[src/rtl/core/css_pkg.sv]
// ----------------------------------------------------------------------------
// css_pkg
// Shared sizes and types of the shaker sort core.
// ----------------------------------------------------------------------------
package css_pkg;

  localparam int MAX_ELEMENTS = 32;
  localparam int VALUE_W      = 32;
  localparam int CNT_W        = $clog2(MAX_ELEMENTS + 1);
  localparam int QUEUE_DEPTH  = 2;
  localparam int QPTR_W       = $clog2(QUEUE_DEPTH);

  // one classified element on its way from front to back
  typedef struct packed {
    logic signed [VALUE_W-1:0] value;
    logic                      last;
    logic                      keep;
  } css_entry_t;

endpackage

[src/rtl/core/css_if.sv]
// ----------------------------------------------------------------------------
// css_if
// Valid/ready channels of the shaker sort core.
// ----------------------------------------------------------------------------
interface css_in_if;
  logic               valid;
  logic               ready;
  logic signed [31:0] value;
  logic               last;

  modport source (output valid, output value, output last, input ready);
  modport sink   (input valid, input value, input last, output ready);
endinterface

interface css_out_if;
  logic               valid;
  logic               ready;
  logic signed [31:0] sorted_value;
  logic               last_out;
  logic               dropped;

  modport source (output valid, output sorted_value, output last_out, output dropped,
                  input ready);
  modport sink   (input valid, input sorted_value, input last_out, input dropped,
                  output ready);
endinterface

[src/rtl/core/css_front.sv]
// ----------------------------------------------------------------------------
// css_front
// Accepts elements and marks each one as kept or dropped by store capacity.
// ----------------------------------------------------------------------------
module css_front
  import css_pkg::*;
(
  input  logic       clk,
  input  logic       rst,
  css_in_if.sink     item,
  output css_entry_t push_data,
  output logic       push_valid,
  input  logic       push_ready
);

  logic [CNT_W-1:0] fill;
  logic             keep;
  logic             take;

  assign keep       = (fill < CNT_W'(MAX_ELEMENTS));
  assign take       = item.valid && push_ready;
  assign item.ready = push_ready;
  assign push_valid = item.valid;

  always_comb begin
    push_data.value = item.value;
    push_data.last  = item.last;
    push_data.keep  = keep;
  end

  // fill tracks the elements kept in the open set
  always_ff @(posedge clk) begin
    if (rst) begin
      fill <= '0;
    end else if (take) begin
      if (item.last) begin
        fill <= '0;
      end else if (keep) begin
        fill <= fill + CNT_W'(1);
      end
    end
  end

endmodule

[src/rtl/core/css_queue.sv]
// ----------------------------------------------------------------------------
// css_queue
// Short queue between the front and the back.
// ----------------------------------------------------------------------------
module css_queue
  import css_pkg::*;
(
  input  logic       clk,
  input  logic       rst,
  input  css_entry_t push_data,
  input  logic       push_valid,
  output logic       push_ready,
  output css_entry_t pop_data,
  output logic       pop_valid,
  input  logic       pop_ready
);

  css_entry_t        entries [QUEUE_DEPTH];
  logic [QPTR_W-1:0] wr_ptr;
  logic [QPTR_W-1:0] rd_ptr;
  logic [QPTR_W:0]   level;
  logic              push;
  logic              pop;

  assign push_ready = (level != (QPTR_W+1)'(QUEUE_DEPTH));
  assign pop_valid  = (level != '0);
  assign pop_data   = entries[rd_ptr];
  assign push       = push_valid && push_ready;
  assign pop        = pop_valid && pop_ready;

  always_ff @(posedge clk) begin
    if (push) begin
      entries[wr_ptr] <= push_data;
    end
  end

  always_ff @(posedge clk) begin
    if (rst) begin
      wr_ptr <= '0;
      rd_ptr <= '0;
      level  <= '0;
    end else begin
      if (push) begin
        wr_ptr <= wr_ptr + QPTR_W'(1);
      end
      if (pop) begin
        rd_ptr <= rd_ptr + QPTR_W'(1);
      end
      if (push && !pop) begin
        level <= level + (QPTR_W+1)'(1);
      end else if (pop && !push) begin
        level <= level - (QPTR_W+1)'(1);
      end
    end
  end

endmodule

[src/rtl/core/css_back.sv]
// ----------------------------------------------------------------------------
// css_back
// Compare-exchange cell chain: inserts each kept element in order, then
// drains the sorted set through an output register.
// ----------------------------------------------------------------------------
module css_back
  import css_pkg::*;
(
  input  logic       clk,
  input  logic       rst,
  input  css_entry_t pop_data,
  input  logic       pop_valid,
  output logic       pop_ready,
  css_out_if.source  result
);

  localparam logic ST_LOAD  = 1'b0;
  localparam logic ST_DRAIN = 1'b1;

  logic                      state;
  logic [CNT_W-1:0]          count;
  logic                      ovf;
  logic signed [VALUE_W-1:0] cells [MAX_ELEMENTS];
  logic [MAX_ELEMENTS-1:0]   below;
  logic                      pop;
  logic [CNT_W-1:0]          count_next;
  logic                      out_valid;
  logic signed [VALUE_W-1:0] out_value;
  logic                      out_last;
  logic                      out_dropped;
  logic                      emit;

  assign pop_ready           = (state == ST_LOAD);
  assign pop                 = pop_valid && pop_ready;
  assign emit                = (state == ST_DRAIN) && (!out_valid || result.ready);
  assign count_next          = count + CNT_W'(pop_data.keep);
  assign result.valid        = out_valid;
  assign result.sorted_value = out_value;
  assign result.last_out     = out_last;
  assign result.dropped      = out_dropped;

  // cells already in order that stay ahead of the new element
  always_comb begin
    for (int i = 0; i < MAX_ELEMENTS; i++) begin
      below[i] = (CNT_W'(i) < count) && (cells[i] <= pop_data.value);
    end
  end

  always_ff @(posedge clk) begin
    if (pop && pop_data.keep) begin
      if (!below[0]) begin
        cells[0] <= pop_data.value;
      end
      for (int i = 1; i < MAX_ELEMENTS; i++) begin
        if (!below[i]) begin
          if (below[i-1]) begin
            cells[i] <= pop_data.value;
          end else begin
            cells[i] <= cells[i-1];
          end
        end
      end
    end else if (emit) begin
      for (int i = 0; i < MAX_ELEMENTS - 1; i++) begin
        cells[i] <= cells[i+1];
      end
    end
  end

  always_ff @(posedge clk) begin
    if (emit) begin
      out_value   <= cells[0];
      out_last    <= (count == CNT_W'(1));
      out_dropped <= ovf && (count == CNT_W'(1));
    end
  end

  always_ff @(posedge clk) begin
    if (rst) begin
      state     <= ST_LOAD;
      count     <= '0;
      ovf       <= 1'b0;
      out_valid <= 1'b0;
    end else begin
      if (emit) begin
        out_valid <= 1'b1;
      end else if (result.ready) begin
        out_valid <= 1'b0;
      end
      case (state)
        ST_LOAD: begin
          if (pop) begin
            if (pop_data.last) begin
              count <= count_next;
              if (count_next == '0) begin
                ovf <= 1'b0;
              end else begin
                ovf   <= ovf || !pop_data.keep;
                state <= ST_DRAIN;
              end
            end else begin
              count <= count_next;
              ovf   <= ovf || !pop_data.keep;
            end
          end
        end
        ST_DRAIN: begin
          if (emit) begin
            count <= count - CNT_W'(1);
            if (count == CNT_W'(1)) begin
              ovf   <= 1'b0;
              state <= ST_LOAD;
            end
          end
        end
        default: begin
          state <= ST_LOAD;
        end
      endcase
    end
  end

  a_count_range: assert property (@(posedge clk) disable iff (rst)
    count <= CNT_W'(MAX_ELEMENTS))
    else $error("element count above capacity");

  a_drain_nonempty: assert property (@(posedge clk) disable iff (rst)
    (state == ST_DRAIN) |-> (count != '0))
    else $error("draining with no element left");

  a_drop_when_full: assert property (@(posedge clk) disable iff (rst)
    (state == ST_LOAD && ovf) |-> (count == CNT_W'(MAX_ELEMENTS)))
    else $error("drop recorded while store not full");

  a_last_ends_drain: assert property (@(posedge clk) disable iff (rst)
    (emit && count == CNT_W'(1)) |=> (state == ST_LOAD && out_last))
    else $error("final element did not close the drain");

endmodule

[src/rtl/core/cocktail_shaker_sort_core.sv]
// ----------------------------------------------------------------------------
// cocktail_shaker_sort_core
// Collects a set of signed 32-bit elements and returns them in ascending order.
// ----------------------------------------------------------------------------
// An element is taken every cycle while a set loads: each kept element is
// inserted into a 32-cell compare-exchange chain, behind a two-entry queue.
// The element with last set closes the set; its sorted elements then leave
// one per cycle while the receiver is ready, from the head of the chain
// through the output register, the final one marked by last_out. Elements
// arriving once 32 are held are discarded and reported by dropped on the
// final result. A set with no stored element gives no result. While a set
// drains, up to two new elements are taken into the queue; after that new
// elements wait.
module cocktail_shaker_sort_core
  import css_pkg::*;
(
  input logic       clk,
  input logic       rst,
  css_in_if.sink    item,
  css_out_if.source result
);

  css_entry_t push_data;
  logic       push_valid;
  logic       push_ready;
  css_entry_t pop_data;
  logic       pop_valid;
  logic       pop_ready;

  css_front u_front (
    .clk        (clk),
    .rst        (rst),
    .item       (item),
    .push_data  (push_data),
    .push_valid (push_valid),
    .push_ready (push_ready)
  );

  css_queue u_queue (
    .clk        (clk),
    .rst        (rst),
    .push_data  (push_data),
    .push_valid (push_valid),
    .push_ready (push_ready),
    .pop_data   (pop_data),
    .pop_valid  (pop_valid),
    .pop_ready  (pop_ready)
  );

  css_back u_back (
    .clk       (clk),
    .rst       (rst),
    .pop_data  (pop_data),
    .pop_valid (pop_valid),
    .pop_ready (pop_ready),
    .result    (result)
  );

endmodule

[src/flat_wrapper.sv]
// flat-port wrapper written by rule: the top's interface ports become plain ports
module cocktail_shaker_sort_core_flat import css_pkg::*;
  (clk, rst, item_valid, item_value, item_last, item_ready, result_valid, result_sorted_value, result_last_out, result_dropped, result_ready);
  css_in_if item_i ();
  css_out_if result_i ();
  input logic clk;
  input logic rst;
  input wire logic [$bits(item_i.valid)-1:0] item_valid;
  input wire logic [$bits(item_i.value)-1:0] item_value;
  input wire logic [$bits(item_i.last)-1:0] item_last;
  output wire logic [$bits(item_i.ready)-1:0] item_ready;
  output wire logic [$bits(result_i.valid)-1:0] result_valid;
  output wire logic [$bits(result_i.sorted_value)-1:0] result_sorted_value;
  output wire logic [$bits(result_i.last_out)-1:0] result_last_out;
  output wire logic [$bits(result_i.dropped)-1:0] result_dropped;
  input wire logic [$bits(result_i.ready)-1:0] result_ready;
  assign item_i.valid = item_valid;
  assign item_i.value = item_value;
  assign item_i.last = item_last;
  assign item_ready = item_i.ready;
  assign result_valid = result_i.valid;
  assign result_sorted_value = result_i.sorted_value;
  assign result_last_out = result_i.last_out;
  assign result_dropped = result_i.dropped;
  assign result_i.ready = result_ready;
  cocktail_shaker_sort_core u_core (.clk(clk), .rst(rst), .item(item_i), .result(result_i));
endmodule
[config.mk]
export PLATFORM = sky130hd
export DESIGN_NAME = cocktail_shaker_sort_core_flat
export DESIGN_NICKNAME = d
export VERILOG_FILES = /design/src/rtl/core/css_pkg.sv /design/src/rtl/core/css_if.sv /design/src/rtl/core/css_front.sv /design/src/rtl/core/css_queue.sv /design/src/rtl/core/css_back.sv /design/src/rtl/core/cocktail_shaker_sort_core.sv /design/src/flat_wrapper.sv
export SDC_FILE = /design/constraint.sdc
export NUM_CORES = 2
export LEC_CHECK = 0
export ABC_AREA = 0
export CAP_MARGIN = 40
export CORE_MARGIN = 2
export CORE_UTILIZATION = 60
export CTS_BUF_LIST = sky130_fd_sc_hd__clkbuf_2 sky130_fd_sc_hd__clkbuf_4 sky130_fd_sc_hd__clkbuf_8
export DETAILED_ROUTE_END_ITERATION = 12
export DONT_BUFFER_PORTS = 1
export PLACE_DENSITY = 0.78
export SLEW_MARGIN = 20
export SYNTH_ARGS = -nofsm -noshare
export SYNTH_HDL_FRONTEND = slang
export SYNTH_SLANG_ARGS = --single-unit
[constraint.sdc]
create_clock -name clk -period 7.25 [get_ports clk]
set_input_delay 0.725 -clock clk [delete_from_list [all_inputs] [get_ports clk]]
set_output_delay 0.725 -clock clk [all_outputs]
set_load 0.05 [all_outputs]
==> metrics.txt <==
YS warnings 0; Hold Vio Cnt, Final 0; # rows 132; register area share after synthesis 0.4388; period utilization 0.9714; gr busiest metal met1; flops & latches, synth 1146; Fmax achieved 142.0 MHz; fin crit period 7.042 ns; final setup margin 0.2075 ns; CP required 7.99 ns; Critical Path Source Type flip-flop; syn avg cell area 10.41 µm²; routability congestion estimate 0.9895; Clock Latency Late Sink 1.01 ns; Max Cap Viol 0; grt ovf 0; Most used DFF post-synth edfxtp_1; Resized cells post-CTS 0; Slew Limit Headroom 0.3100; setup TNS 0 ns; Worst-path clk slew 0.08 ns; setup skew after layout 0.06139 ns; area grow syn2layout 9.543%; M2 GR Usage 0.5532; worst-margin pin slew 1.035 ns; hold crit path type in -> reg; I/O Buffers 0; Post-Place Setup Slack 0.7719 ns; reg-to-reg endpoint u_core.u_back.cells[0][419]$_DFFE_PP_; Nets 8657; Starting Density 0.6030; Post-DRT Antenna Nets 0; Design Area, Final 85420 µm²; largest net degree at the start of global routing 224; die height 364.5 µm; CP endpoint kind flip-flop; Via density 7.082; layout cells sized above 1 0.1043; WP data arrival 7.78 ns; GRT Overall Usage 0.4050; crit path kind reg -> reg; vias in the first global route 64.58k; Cell Area, Placed 81040 µm²; DR WL/cell 28.81 µm; hold-critical path depth 3; Post-CTS Setup Repair Bufs 0; met3 usage 0.1618; CTS sink cnt 1146; worst-path fanout max 23; number of distinct library cells after synthesis 92; CTS Buf Count 196; EDFF count, synth 1126; R2R setup slack 0.21 ns; initial antenna violation count 12; die width 364.5 µm; Post-Syn Instances 7492; H-Tree Depth 4; # setup viols final 0; RSZ-0062 raised after global routing false; Hold EP u_core.u_front.fill[3]$_SDFFE_PP0P_; Mapped Area 77970 µm²; met1 usage 0.5544; worst-case clock buffer depth 3; first-pass GRT wire length 403500 µm; Root Buffer Master clkbuf_8; die area 132900 µm²; cts hold-fix bufs 35; initial DRC count 9899; core area 129300 µm²; status finished, final reports clean; CTS tree yes; HPWL Detailed 196400 µm; syn nets 8560; R2R depth 14; drt first pass iters 9; DR DRC count 0; ys async rst share 0; min-delay src item_last; Slew Viols, Final 0; IO Count 73; Detailed Route WL 273600 µm; vias 67.24k
critical path, cell delays in order (launching register included):
cell and delay (ns):
dfxtp_2 0.71, mux2_2 0.91, inv_1 0.64, buf_4 0.40, ha_1 0.34, nand4_1 0.23
nor4_1 0.88, nand2_1 0.31, or3_1 0.38, o21ai_0 0.23, o211ai_1 0.33, nor2_4 0.50
buf_4 0.46, mux2i_1 0.27, a21oi_1 0.12
cell usage after synthesis (all sizes together), types with 9 or more instances:
cell type	n	area, µm²
o211ai	46	350.3
a221o	9	90.09
a211oi	233	1754
nor3	31	165.2
edfxtp	1126	33810
or4	9	67.56
o22ai	26	162.7
and4	28	245.2
o221a	62	698.2
inv	104	390.4
a2111oi	11	96.34
and3	9	56.30
nand2b	25	156.4
nor2	686	2597
nor2b	49	306.5
nand3	78	390.4
buf	114	679.4
a21o	144	1081
mux2i	645	6460
dfxtp	20	400.4
o21ai	835	4190
ha	1031	12900
a31oi	17	112.6
nand2	924	3468
mux2	95	1070
nor4	36	225.2
clkbuf	284	1067
a21oi	420	2102
or2	10	62.56
a221oi	29	260.3
or3	15	93.84
a21boi	11	82.58
nand4	204	1276
worst max path at each step:
stage                          from                                     to  slack, ns
after detailed placement  flip-flop  u_core.u_back.cells[0][419]$_DFFE_PP_       0.77
final                     flip-flop  u_core.u_back.cells[0][419]$_DFFE_PP_       0.21
after global placement    flip-flop   u_core.u_back.cells[0][10]$_DFFE_PP_       0.74
after floorplan           flip-flop  u_core.u_back.cells[0][512]$_DFFE_PP_       0.92
after CTS                 flip-flop  u_core.u_back.cells[0][419]$_DFFE_PP_       0.69
after global routing      flip-flop  u_core.u_back.cells[0][419]$_DFFE_PP_       0.27
per-stage QoR:
stage               utilization  hold WS [ns]  cells
floorplan                     -        0.4507   7492
global placement         0.6226        0.4640   9050
detailed placement       0.6267        0.4793   9083
CTS                      0.6590     0.0003769   9475
global route             0.6604        0.1185   9491
finish                   0.6605       0.06497   9495
placed cells by master, fill, tap and decap left out, types with 26 or more instances in the layout:
cell type,netlist,final
o211ai_1,45,45
nor4_1,36,34
dlygate4sd3_1,0,35
o22ai_1,26,26
nand2_1,924,921
o221a_2,62,62
a21o_1,144,143
buf_4,28,203
nor3_1,29,29
a21oi_1,420,418
clkinv_1,1,66
ha_1,1031,1031
edfxtp_1,1126,1126
nand4_1,204,204
o21ai_0,715,709
mux2i_1,644,644
nor2_1,681,666
a211oi_1,232,232
inv_1,102,78
mux2_2,94,94
o21ai_1,117,117
and4_1,28,28
a221oi_1,28,28
nand3_1,78,78
nor2b_1,49,48
clkbuf_4,0,66
clkbuf_8,0,199
flip-flops by register name, summed over array words and instances (netlist names), named ones only:
name,cells
u_core.u_back.result.valid,1
u_core.u_back.result.dropped,1
u_core.u_back.ovf,1
u_core.u_back.cells,1024
u_core.u_queue.rd_ptr,1
u_core.u_queue.wr_ptr,1
u_core.u_back.result.sorted_value,32
u_core.u_queue.level,2
u_core.u_front.fill,6
u_core.u_queue.entries,68
u_core.u_back.count,6
u_core.u_back.result.last_out,1
u_core.u_back.state,1
per-layer routing:
layer	share of wire	wire length, µm	vias to the layer above
met5	0.00028	76	-
met4	0.051	14050	12
met3	0.16	44210	873
met2	0.40	110100	5250
met1	0.38	105100	32340
li1	-	-	28760
cells by family after synthesis:
| group | share of synthesized area |
|---|---|
| simple gates | 0.1199 |
| compound gates | 0.1505 |
| flops | 0.4388 |
| fa+ha+maj | 0.1654 |
| buf+inv | 0.02746 |
| mux | 0.09657 |
| xor+xnor | 0.001348 |
cell type report:
class | instances | area (µm²)
Multi-Input combinational cell | 5843 | 41910
Clock buffer | 264 | 3227
Tap cell | 1742 | 2180
Antenna cell | 5 | 12.51
Clock inverter | 93 | 600.6
Inverter | 105 | 401.6
Sequential cell | 1146 | 34220
Timing Repair Buffer | 297 | 2872
Fill cell | 9792 | 43900
Power is left out: the tool's default activity adds up to more than one toggle a clock period on the data nets, which glitch-free logic cannot reach.
